File: config.mk
export PLATFORM = sky130hd
export DESIGN_NAME = dual_radio_link_supervisor
export DESIGN_NICKNAME = d
export VERILOG_FILES = /design/src/rtl/core/drsup_pkg.sv /design/src/rtl/core/drsup_lane.sv /design/src/rtl/core/dual_radio_link_supervisor.sv
export SDC_FILE = /design/constraint.sdc
export NUM_CORES = 1
export LEC_CHECK = 0
export ABC_AREA = 1
export BUFFER_PORTS_ARGS = -buffer_cell sky130_fd_sc_hd__buf_2
export CELL_PAD_IN_SITES_DETAIL_PLACEMENT = 0
export CELL_PAD_IN_SITES_GLOBAL_PLACEMENT = 1
export CORE_ASPECT_RATIO = 0.5
export CORE_MARGIN = 1.5
export CORE_UTILIZATION = 35
export DETAILED_ROUTE_END_ITERATION = 8
export PLACE_DENSITY = 0.66
export SETUP_SLACK_MARGIN = 0.05
export SLEW_MARGIN = 25
export SYNTH_ARGS = -nofsm -noshare
export SYNTH_HDL_FRONTEND = slang
export SYNTH_HIERARCHICAL = 1
export SYNTH_SLANG_ARGS = --single-unit
File: constraint.sdc
create_clock -name clk -period 2.3 [get_ports clk]
set_input_delay 0.23 -clock clk [delete_from_list [all_inputs] [get_ports clk]]
set_output_delay 0.23 -clock clk [all_outputs]
set_load 0.05 [all_outputs]
File: src/rtl/core/drsup_pkg.sv
// drsup_pkg: shared types, constants and helpers for the dual radio link supervisor
// no dependencies; imported by drsup_lane, dual_radio_link_supervisor, drsup_checker and tb_top

package drsup_pkg;

  // link state codes, also the encoding seen on the output port
  typedef enum logic [1:0] {
    LS_FAILED  = 2'd0,
    LS_TX      = 2'd1,
    LS_RX_WAIT = 2'd2,
    LS_RX_RUN  = 2'd3
  } link_state_t;

  // channel mode codes
  localparam logic [1:0] MODE_TX = 2'd1;
  localparam logic [1:0] MODE_RX = 2'd2;

  // configuration register indexes
  localparam logic [1:0] REG_MODE_A    = 2'd0;
  localparam logic [1:0] REG_MODE_B    = 2'd1;
  localparam logic [1:0] REG_TIMEOUT_A = 2'd2;
  localparam logic [1:0] REG_TIMEOUT_B = 2'd3;

  // input action codes
  localparam logic ACT_TICK  = 1'b0;
  localparam logic ACT_QUEUE = 1'b1;

  // field widths
  localparam int LEN_W   = 6;
  localparam int PHASE_W = 10;
  localparam int CNT_W   = 16;

  // defaults for the top level parameters
  localparam int PAYLOAD_BYTES_DEF = 32;
  localparam int BLINK_PERIOD_DEF  = 1000;

  // reset values of the registers
  localparam logic [1:0]       MODE_A_RST  = MODE_TX;
  localparam logic [1:0]       MODE_B_RST  = MODE_RX;
  localparam logic [CNT_W-1:0] TIMEOUT_RST = CNT_W'(500);

  // led pattern phases
  localparam logic [PHASE_W-1:0] PH_WAIT_LIT_END = PHASE_W'(500);
  localparam logic [PHASE_W-1:0] PH_RUN_ON0      = PHASE_W'(0);
  localparam logic [PHASE_W-1:0] PH_RUN_ON1      = PHASE_W'(130);
  localparam logic [PHASE_W-1:0] PH_RUN_OFF0     = PHASE_W'(30);
  localparam logic [PHASE_W-1:0] PH_RUN_OFF1     = PHASE_W'(160);

  // per-lane control going in
  typedef struct packed {
    logic                   tick;
    logic                   queue;
    logic                   irq;
    logic [LEN_W-1:0]       rx_len;
    logic [PHASE_W-1:0]     phase;
    logic                   mode_we;
    logic [1:0]             mode;
    logic [CNT_W-1:0]       timeout;
  } lane_in_t;

  // per-lane results coming out
  typedef struct packed {
    logic        start_tx;
    logic        forward;
    logic        clear_irq;
    logic        led;
    link_state_t link_state;
    logic        pending;
  } lane_out_t;

  // link state loaded from a mode value; unknown modes mean failed
  function automatic link_state_t state_from_mode(input logic [1:0] m);
    link_state_t s;
    case (m)
      MODE_TX: s = LS_TX;
      MODE_RX: s = LS_RX_WAIT;
      default: s = LS_FAILED;
    endcase
    return s;
  endfunction

endpackage

File: src/rtl/core/drsup_lane.sv
// drsup_lane: per-channel link control (send, receive, silence timeout, led)
// depends on drsup_pkg

module drsup_lane
  import drsup_pkg::*;
#(
  parameter int          PAYLOAD_BYTES = PAYLOAD_BYTES_DEF,
  parameter link_state_t RESET_STATE   = LS_FAILED
) (
  input  logic      clk,
  input  logic      rst,
  input  logic      step,
  input  lane_in_t  ctl,
  output lane_out_t res
);

  link_state_t        link_state, link_state_next;
  logic               pending, pending_next;
  logic               in_flight, in_flight_next;
  logic [CNT_W-1:0]   silence, silence_next;
  logic               led, led_next;
  logic [CNT_W-1:0]   silence_inc;
  logic               start_tx, forward, clear_irq;

  assign silence_inc = (silence != {CNT_W{1'b1}}) ? silence + CNT_W'(1) : silence;

  // next state of the lane
  always_comb begin
    link_state_next = link_state;
    pending_next    = pending;
    in_flight_next  = in_flight;
    silence_next    = silence;
    led_next        = led;
    start_tx        = 1'b0;
    forward         = 1'b0;
    clear_irq       = 1'b0;
    if (ctl.queue) begin
      pending_next = 1'b1;
    end
    if (ctl.tick) begin
      // led from the state held before this tick
      case (link_state)
        LS_TX:      led_next = 1'b1;
        LS_RX_WAIT: led_next = (ctl.phase <= PH_WAIT_LIT_END);
        LS_RX_RUN: begin
          if (ctl.phase == PH_RUN_ON0 || ctl.phase == PH_RUN_ON1) led_next = 1'b1;
          if (ctl.phase == PH_RUN_OFF0 || ctl.phase == PH_RUN_OFF1) led_next = 1'b0;
        end
        default:    led_next = 1'b0;
      endcase
      case (link_state)
        LS_TX: begin
          if (pending && !in_flight) begin
            pending_next   = 1'b0;
            in_flight_next = 1'b1;
            start_tx       = 1'b1;
          end else if (in_flight && ctl.irq) begin
            in_flight_next = 1'b0;
          end
        end
        LS_RX_WAIT, LS_RX_RUN: begin
          if (ctl.irq) begin
            if (ctl.rx_len == LEN_W'(PAYLOAD_BYTES)) begin
              link_state_next = LS_RX_RUN;
              forward         = 1'b1;
            end
            silence_next = '0;
          end else if (silence_inc >= ctl.timeout) begin
            clear_irq       = 1'b1;
            link_state_next = LS_RX_WAIT;
            silence_next    = '0;
          end else begin
            silence_next = silence_inc;
          end
        end
        default: ;
      endcase
    end
    // mode write reloads the link, keeps a pending packet
    if (ctl.mode_we) begin
      link_state_next = state_from_mode(ctl.mode);
      in_flight_next  = 1'b0;
      silence_next    = '0;
    end
  end

  // lane registers
  always_ff @(posedge clk) begin
    if (rst) begin
      link_state <= RESET_STATE;
      pending    <= 1'b0;
      in_flight  <= 1'b0;
      silence    <= '0;
      led        <= 1'b0;
    end else if (step || ctl.mode_we) begin
      link_state <= link_state_next;
      pending    <= pending_next;
      in_flight  <= in_flight_next;
      silence    <= silence_next;
      led        <= led_next;
    end
  end

  // results as seen after this request; pending is the value held before it
  assign res.start_tx   = start_tx;
  assign res.forward    = forward;
  assign res.clear_irq  = clear_irq;
  assign res.led        = led_next;
  assign res.link_state = link_state_next;
  assign res.pending    = pending;

endmodule

File: src/rtl/core/dual_radio_link_supervisor.sv
// dual_radio_link_supervisor: top level, two channel lanes, blink phase, result merge
// depends on drsup_pkg and drsup_lane
//
//  channel   direction  handshake                    payload
//  s_axis    in         s_axis_tvalid/s_axis_tready  tuser: action, channel
//                                                    tdata: irq_a, irq_b, rx_length_a/b
//  m_axis    out        m_axis_tvalid/m_axis_tready  tdata: status, strobes, leds, states
//  cfg       in         cfg_valid/cfg_ready          cfg_index, cfg_data
//
//  one request per cycle while the output is not stalled: both lanes update in the accept
//  cycle, and the merged result is registered in the output register
//  the single output register sets the rate; a request is taken when that register is
//  empty or when the held result is being taken in the same cycle
//  reset (rst, synchronous) loads the link states from the default modes
//  configuration writes are always ready

module dual_radio_link_supervisor
  import drsup_pkg::*;
#(
  parameter int PAYLOAD_BYTES = PAYLOAD_BYTES_DEF,
  parameter int BLINK_PERIOD  = BLINK_PERIOD_DEF
) (
  input  logic        clk,
  input  logic        rst,
  input  logic        s_axis_tvalid,
  output logic        s_axis_tready,
  input  logic [15:0] s_axis_tdata,  // irq_a, irq_b, rx_length_a[5:0], rx_length_b[5:0], zeros
  input  logic [1:0]  s_axis_tuser,  // action, channel
  output logic        m_axis_tvalid,
  input  logic        m_axis_tready,
  output logic [15:0] m_axis_tdata,  // queue_status, start_tx_a, start_tx_b, forward_a,
                                     // forward_b, clear_irq_a, clear_irq_b, led_a, led_b,
                                     // link_state_a[1:0], link_state_b[1:0], zeros
  input  logic        cfg_valid,
  output logic        cfg_ready,
  input  logic [1:0]  cfg_index,
  input  logic [15:0] cfg_data
);

  logic               accept, cfg_we;
  logic               action, chan;
  logic [PHASE_W-1:0] phase, phase_inc, phase_next;
  logic [CNT_W-1:0]   timeout_a, timeout_b;
  lane_in_t           ctl_a, ctl_b;
  lane_out_t          res_a, res_b;
  logic               queue_status;
  logic               out_valid;
  logic [15:0]        out_data;

  assign accept        = s_axis_tvalid && s_axis_tready;
  assign s_axis_tready = !out_valid || m_axis_tready;
  assign cfg_ready     = 1'b1;
  assign cfg_we        = cfg_valid && cfg_ready;
  assign action        = s_axis_tuser[0];
  assign chan          = s_axis_tuser[1];

  // timeout registers
  always_ff @(posedge clk) begin
    if (rst) begin
      timeout_a <= TIMEOUT_RST;
      timeout_b <= TIMEOUT_RST;
    end else if (cfg_we) begin
      if (cfg_index == REG_TIMEOUT_A) timeout_a <= cfg_data;
      if (cfg_index == REG_TIMEOUT_B) timeout_b <= cfg_data;
    end
  end

  // blink phase advance with wrap at the period
  assign phase_inc  = phase + PHASE_W'(1);
  assign phase_next = (phase_inc >= PHASE_W'(BLINK_PERIOD)) ? '0 : phase_inc;

  always_ff @(posedge clk) begin
    if (rst) begin
      phase <= '0;
    end else if (accept && action == ACT_TICK) begin
      phase <= phase_next;
    end
  end

  // lane controls
  always_comb begin
    ctl_a.tick    = accept && action == ACT_TICK;
    ctl_a.queue   = accept && action == ACT_QUEUE && !chan;
    ctl_a.irq     = s_axis_tdata[0];
    ctl_a.rx_len  = s_axis_tdata[7:2];
    ctl_a.phase   = phase_next;
    ctl_a.mode_we = cfg_we && cfg_index == REG_MODE_A;
    ctl_a.mode    = cfg_data[1:0];
    ctl_a.timeout = timeout_a;
    ctl_b.tick    = accept && action == ACT_TICK;
    ctl_b.queue   = accept && action == ACT_QUEUE && chan;
    ctl_b.irq     = s_axis_tdata[1];
    ctl_b.rx_len  = s_axis_tdata[13:8];
    ctl_b.phase   = phase_next;
    ctl_b.mode_we = cfg_we && cfg_index == REG_MODE_B;
    ctl_b.mode    = cfg_data[1:0];
    ctl_b.timeout = timeout_b;
  end

  drsup_lane #(
    .PAYLOAD_BYTES (PAYLOAD_BYTES),
    .RESET_STATE   (state_from_mode(MODE_A_RST))
  ) u_lane_a (
    .clk  (clk),
    .rst  (rst),
    .step (accept),
    .ctl  (ctl_a),
    .res  (res_a)
  );

  drsup_lane #(
    .PAYLOAD_BYTES (PAYLOAD_BYTES),
    .RESET_STATE   (state_from_mode(MODE_B_RST))
  ) u_lane_b (
    .clk  (clk),
    .rst  (rst),
    .step (accept),
    .ctl  (ctl_b),
    .res  (res_b)
  );

  // merge: busy answer from the addressed lane
  assign queue_status = (action == ACT_QUEUE) && (chan ? res_b.pending : res_a.pending);

  // output register
  always_ff @(posedge clk) begin
    if (rst) begin
      out_valid <= 1'b0;
    end else if (accept) begin
      out_valid <= 1'b1;
    end else if (m_axis_tready) begin
      out_valid <= 1'b0;
    end
  end

  always_ff @(posedge clk) begin
    if (accept) begin
      out_data <= {3'b000, res_b.link_state, res_a.link_state, res_b.led, res_a.led,
                   res_b.clear_irq, res_a.clear_irq, res_b.forward, res_a.forward,
                   res_b.start_tx, res_a.start_tx, queue_status};
    end
  end

  assign m_axis_tvalid = out_valid;
  assign m_axis_tdata  = out_data;

endmodule

==> metrics.md <==
| Metric | Value |
|---|---|
| Status | finished, violations left |
| Failing checks | setup timing |
| Clock transition at path regs | roughly 0.070 ns |
| Die area | 19300 um^2 |
| Worst R2R Setup Slack | -0.35 ns |
| Layout cell share with drive strength beyond 1 | 0.417 |
| LEAKAGE | 4.32 nW |
| Antenna diodes | 0 |
| Sequential power share | 0.456 |
| Int Pwr | 2.81 mW |
| Worst Clk Skew | about 0.0065 ns |
| Worst Hold Depth | 3 |
| Drt drc | 0 |
| Worst R2R Path Depth | 18 |
| CP max FO | 8 |
| Clock power share | 0.371 |
| CP Launch Point | u_lane_a/silence[1] |
| Worst slew pin tran | 0.639 ns |
| Capturing point of the worst reg2reg path | u_lane_a/silence[7] |
| Placed Instance Area | about 7900 um^2 |
| GRT Residual Overflow | 0 |
| Synth cell types | 39 |
| Total CTS buffers | 9 |
| CP max stage delay | 0.37 ns |
| First-pass GRT wire length | 30500 um |
| Die Y | 99.0 um |
| Largest area contributor in the netlist | dfxtp_1 |
| GRT Util Overall | 0.197 |
| Critical Path End Type | flop |
| Initial drt markers | between 200 and 250 |
| RSZ-0062 raised after global routing | true |
| Sw power | ~1.2 mW |
| Cell area after synthesis | roughly 6500 um^2 |
| Max_slew headroom | 0.570 |
| Reg2reg start | u_lane_a/silence[1] |
| Synthesized area per cell | roughly 6.8 um^2 |
| Starting Density | 0.365 |
| DPL Wire Length | 13100 um |
| Commonest cells after routing, fill and taps aside | nand2_1, buf_4, inv_1, nor2_1, dfxtp_1 |
| Crit. path cell count | 18 |
| Drt wl/cell | between 10 and 15 um |
| Nature of the critical path startpoint | flop |
| First-pass DRT Iterations | 4 |
| Max-Cap Viols | 0 |
| YS warnings | 6 |
| Die X | 195 um |
| Top cell type's share of synthesized area | 0.264 |
| Critical Path, Cell by Cell | ha_4 > nand2_4 > nor2_4 > nand2_4 > nor2_4 > buf_6 > inv_8 > buf_4 > nand2_4 > ha_4 > a21oi_1 > o21ai_1 > a21oi_1 > nand2_2 > inv_4 > clkbuf_16 > nand3_2 > a21oi_2 |
| Sequential element share of the synthesized area | 0.324 |
| Post-Layout Inst Area | approximately 9400 um^2 |
| Sw Share | 0.305 |
| Setup tns final | -10.0 ns |
| Family with the most delay on the worst path | simple AND/OR/NAND/NOR gates |
| Core ar. | 17700 um^2 |
| Peak supply drop | 0.331 mV |
| Fin nets | 1205 |
| Cell count after synthesis | 948 |
| Worst hold slack | 0.111 ns |
| Arrival time of the worst setup path | between 2 and 3 ns |
| H-tree depth | 3 |
| Fin cells | approximately 1400 |
| CTS Root Cell | clkbuf_16 |
| Final wirelength | 18800 um |
| IO Port Bufs | 53 |
| Dpl cells | 1315 |
| Commonest non-fill, non-tap cell in the layout | nand2_1 |
| Buffers & Inverters on Critical Path | 5 |
| PwrDens | 432 nW/um^2 |
| Final Critical Period | between 2 and 3 ns |
| Type of the most critical hold path | primary input to flop |
| Ranking of synthesized cells by area | dfxtp_1, nand2_1, nor2_1, inv_1, ha_1 |
| Final RePlAce weighted congestion | between 0.8 and 0.9 |
| CTS tree | built |
| Largest net degree at the start of global routing | 43 |
| Gate power share | 0.173 |
| # hold bufs at CTS | 0 |
| Worst endpoint required time | 2.59 ns |
| Final Worst Setup Slack | -0.346 ns |
| Critical path type | flop to flop |
| Layout Area Growth over Synthesis | 45.0% |
| Post-synthesis register bit count | a little under 100 |
| Endpoints failing setup | 41 |
| Vias in the first global route | 6153 |
| Initial antenna violation count | 0 |
| CP dominant cell by count | nand2_4 |
| Clk_lat worst skew | between 0.3 and 0.4 ns |
| Fin crit share | 1.15 |
| Clk sinks | 98 |
| Row cnt | 34 |
| Max Transition Viols Final | 0 |
| Critical Path Sink | u_lane_a/silence[7] |
| IO Count | 60 |
| Buffer levels on the longest clock path | 2 |
| Via/cell ratio | approximately 4.7 |
| Vias | 6465 |
| Hold Vio Cnt, Final | 0 |
| ANT nets after route | 0 |
| FMAX | 378 MHz |
| CP max stage cell | dfxtp_4 |
==> cell families after synthesis <==
| family | synth area share |
|---|---|
| and+or+nand+nor | 0.362 |
| buffers and inverters | 0.111 |
| AOI/OAI and AO/OA | 0.106 |
| DFF | 0.324 |
| adders and majority gates | 0.0698 |
| xor gates and xnor gates | 0.0258 |
| other | 0.00116 |
==> cell usage after synthesis (all sizes together) <==
library cell  instances
or2                   4
a211oi                5
o21ai                48
nand3                74
nand4                13
xor2                 15
nand3b                7
dfxtp                85
nor3                 16
ha                   36
a21oi                65
xnor2                 4
nor2                139
o21bai                4
o21a                  1
nand2               248
edfxtp               13
buf                  23
inv                 128
conb                  2
a31oi                 2
nor4                  1
clkbuf               15
==> repair_timing <==
| item | in CTS | in global routing |
|---|---|---|
| gates cloned | 2 | 2 |
| resized for setup | 122 | 110 |
| endpoints found under the setup margin | 42 | 42 |
| pin swaps | 60 | 75 |
| setup buffers | 24 | 8 |
==> tightest hold or removal path: cells and delay by family <==
kind / cells / cell delay [ns]
simple gates: 2 / 0.11
buf+inv: 1 / 0.09
==> layer usage <==
layer / up-vias / wire (um) / global-route usage
li1: 3376 / - / -
met1: 2995 / 9240 / 0.265
met2: 88 / 8870 / 0.328
met3: 6 / 607 / 0.0397
met4: 0 / 78 / 0.0405
met5: - / 0 / 0
==> power groups by stage <==
stage	Sequential, mW	Clock [mW]	Combinational [mW]
finish	1.85	1.50	0.701
global route	1.86	1.66	0.773
CTS	1.85	1.57	0.651
detailed placement	1.89	0	0.576
global placement	1.89	0	0.569
floorplan	1.94	0	0.328
==> cell type report <==
class	count	area (um^2)
fill	1726	8330
multi-input combinational	687	4590
sequential	98	2130
timing repair buffer	203	1550
inverter	128	512
tap	234	293
clock buffer	9	225
clock inverter	7	57.6
timing repair inverter	1	6.26
==> flip-flops by register name, indices dropped and copies added (netlist names), 2 cells and up <==
name / count
m_axis_tdata: 13
u_lane_a/link_state: 2
phase: 10
u_lane_b/link_state: 2
u_lane_a/silence: 16
timeout_b: 16
u_lane_b/silence: 16
timeout_a: 16
==> worst min path at each step <==
stage | startpoint | endpoint | slack (ns)
2_1_floorplan | rst | m_axis_tvalid | 0.29
3_3_place_gp | timeout_a[4] | timeout_a[4] | 0.44
3_5_place_dp | timeout_b[7] | timeout_b[7] | 0.45
4_1_cts | cfg_data[8] | timeout_b[8] | 0.1
5_1_grt | cfg_data[8] | timeout_b[8] | 0.1
6_report | cfg_data[8] | timeout_b[8] | 0.11
==> per-stage QoR <==
| stage | utilization | setup slack, ns | power (mW) |
|---|---|---|---|
| CTS | 0.497 | -0.273 | 4.07 |
| finish | 0.529 | -0.346 | 4.05 |
| global placement | 0.445 | -0.405 | 2.46 |
| detailed placement | 0.445 | -0.410 | 2.46 |
| global route | 0.529 | -0.452 | 4.29 |
| floorplan | - | 0.0198 | 2.26 |
No activity file was read; power rests on OpenSTA's default activity.
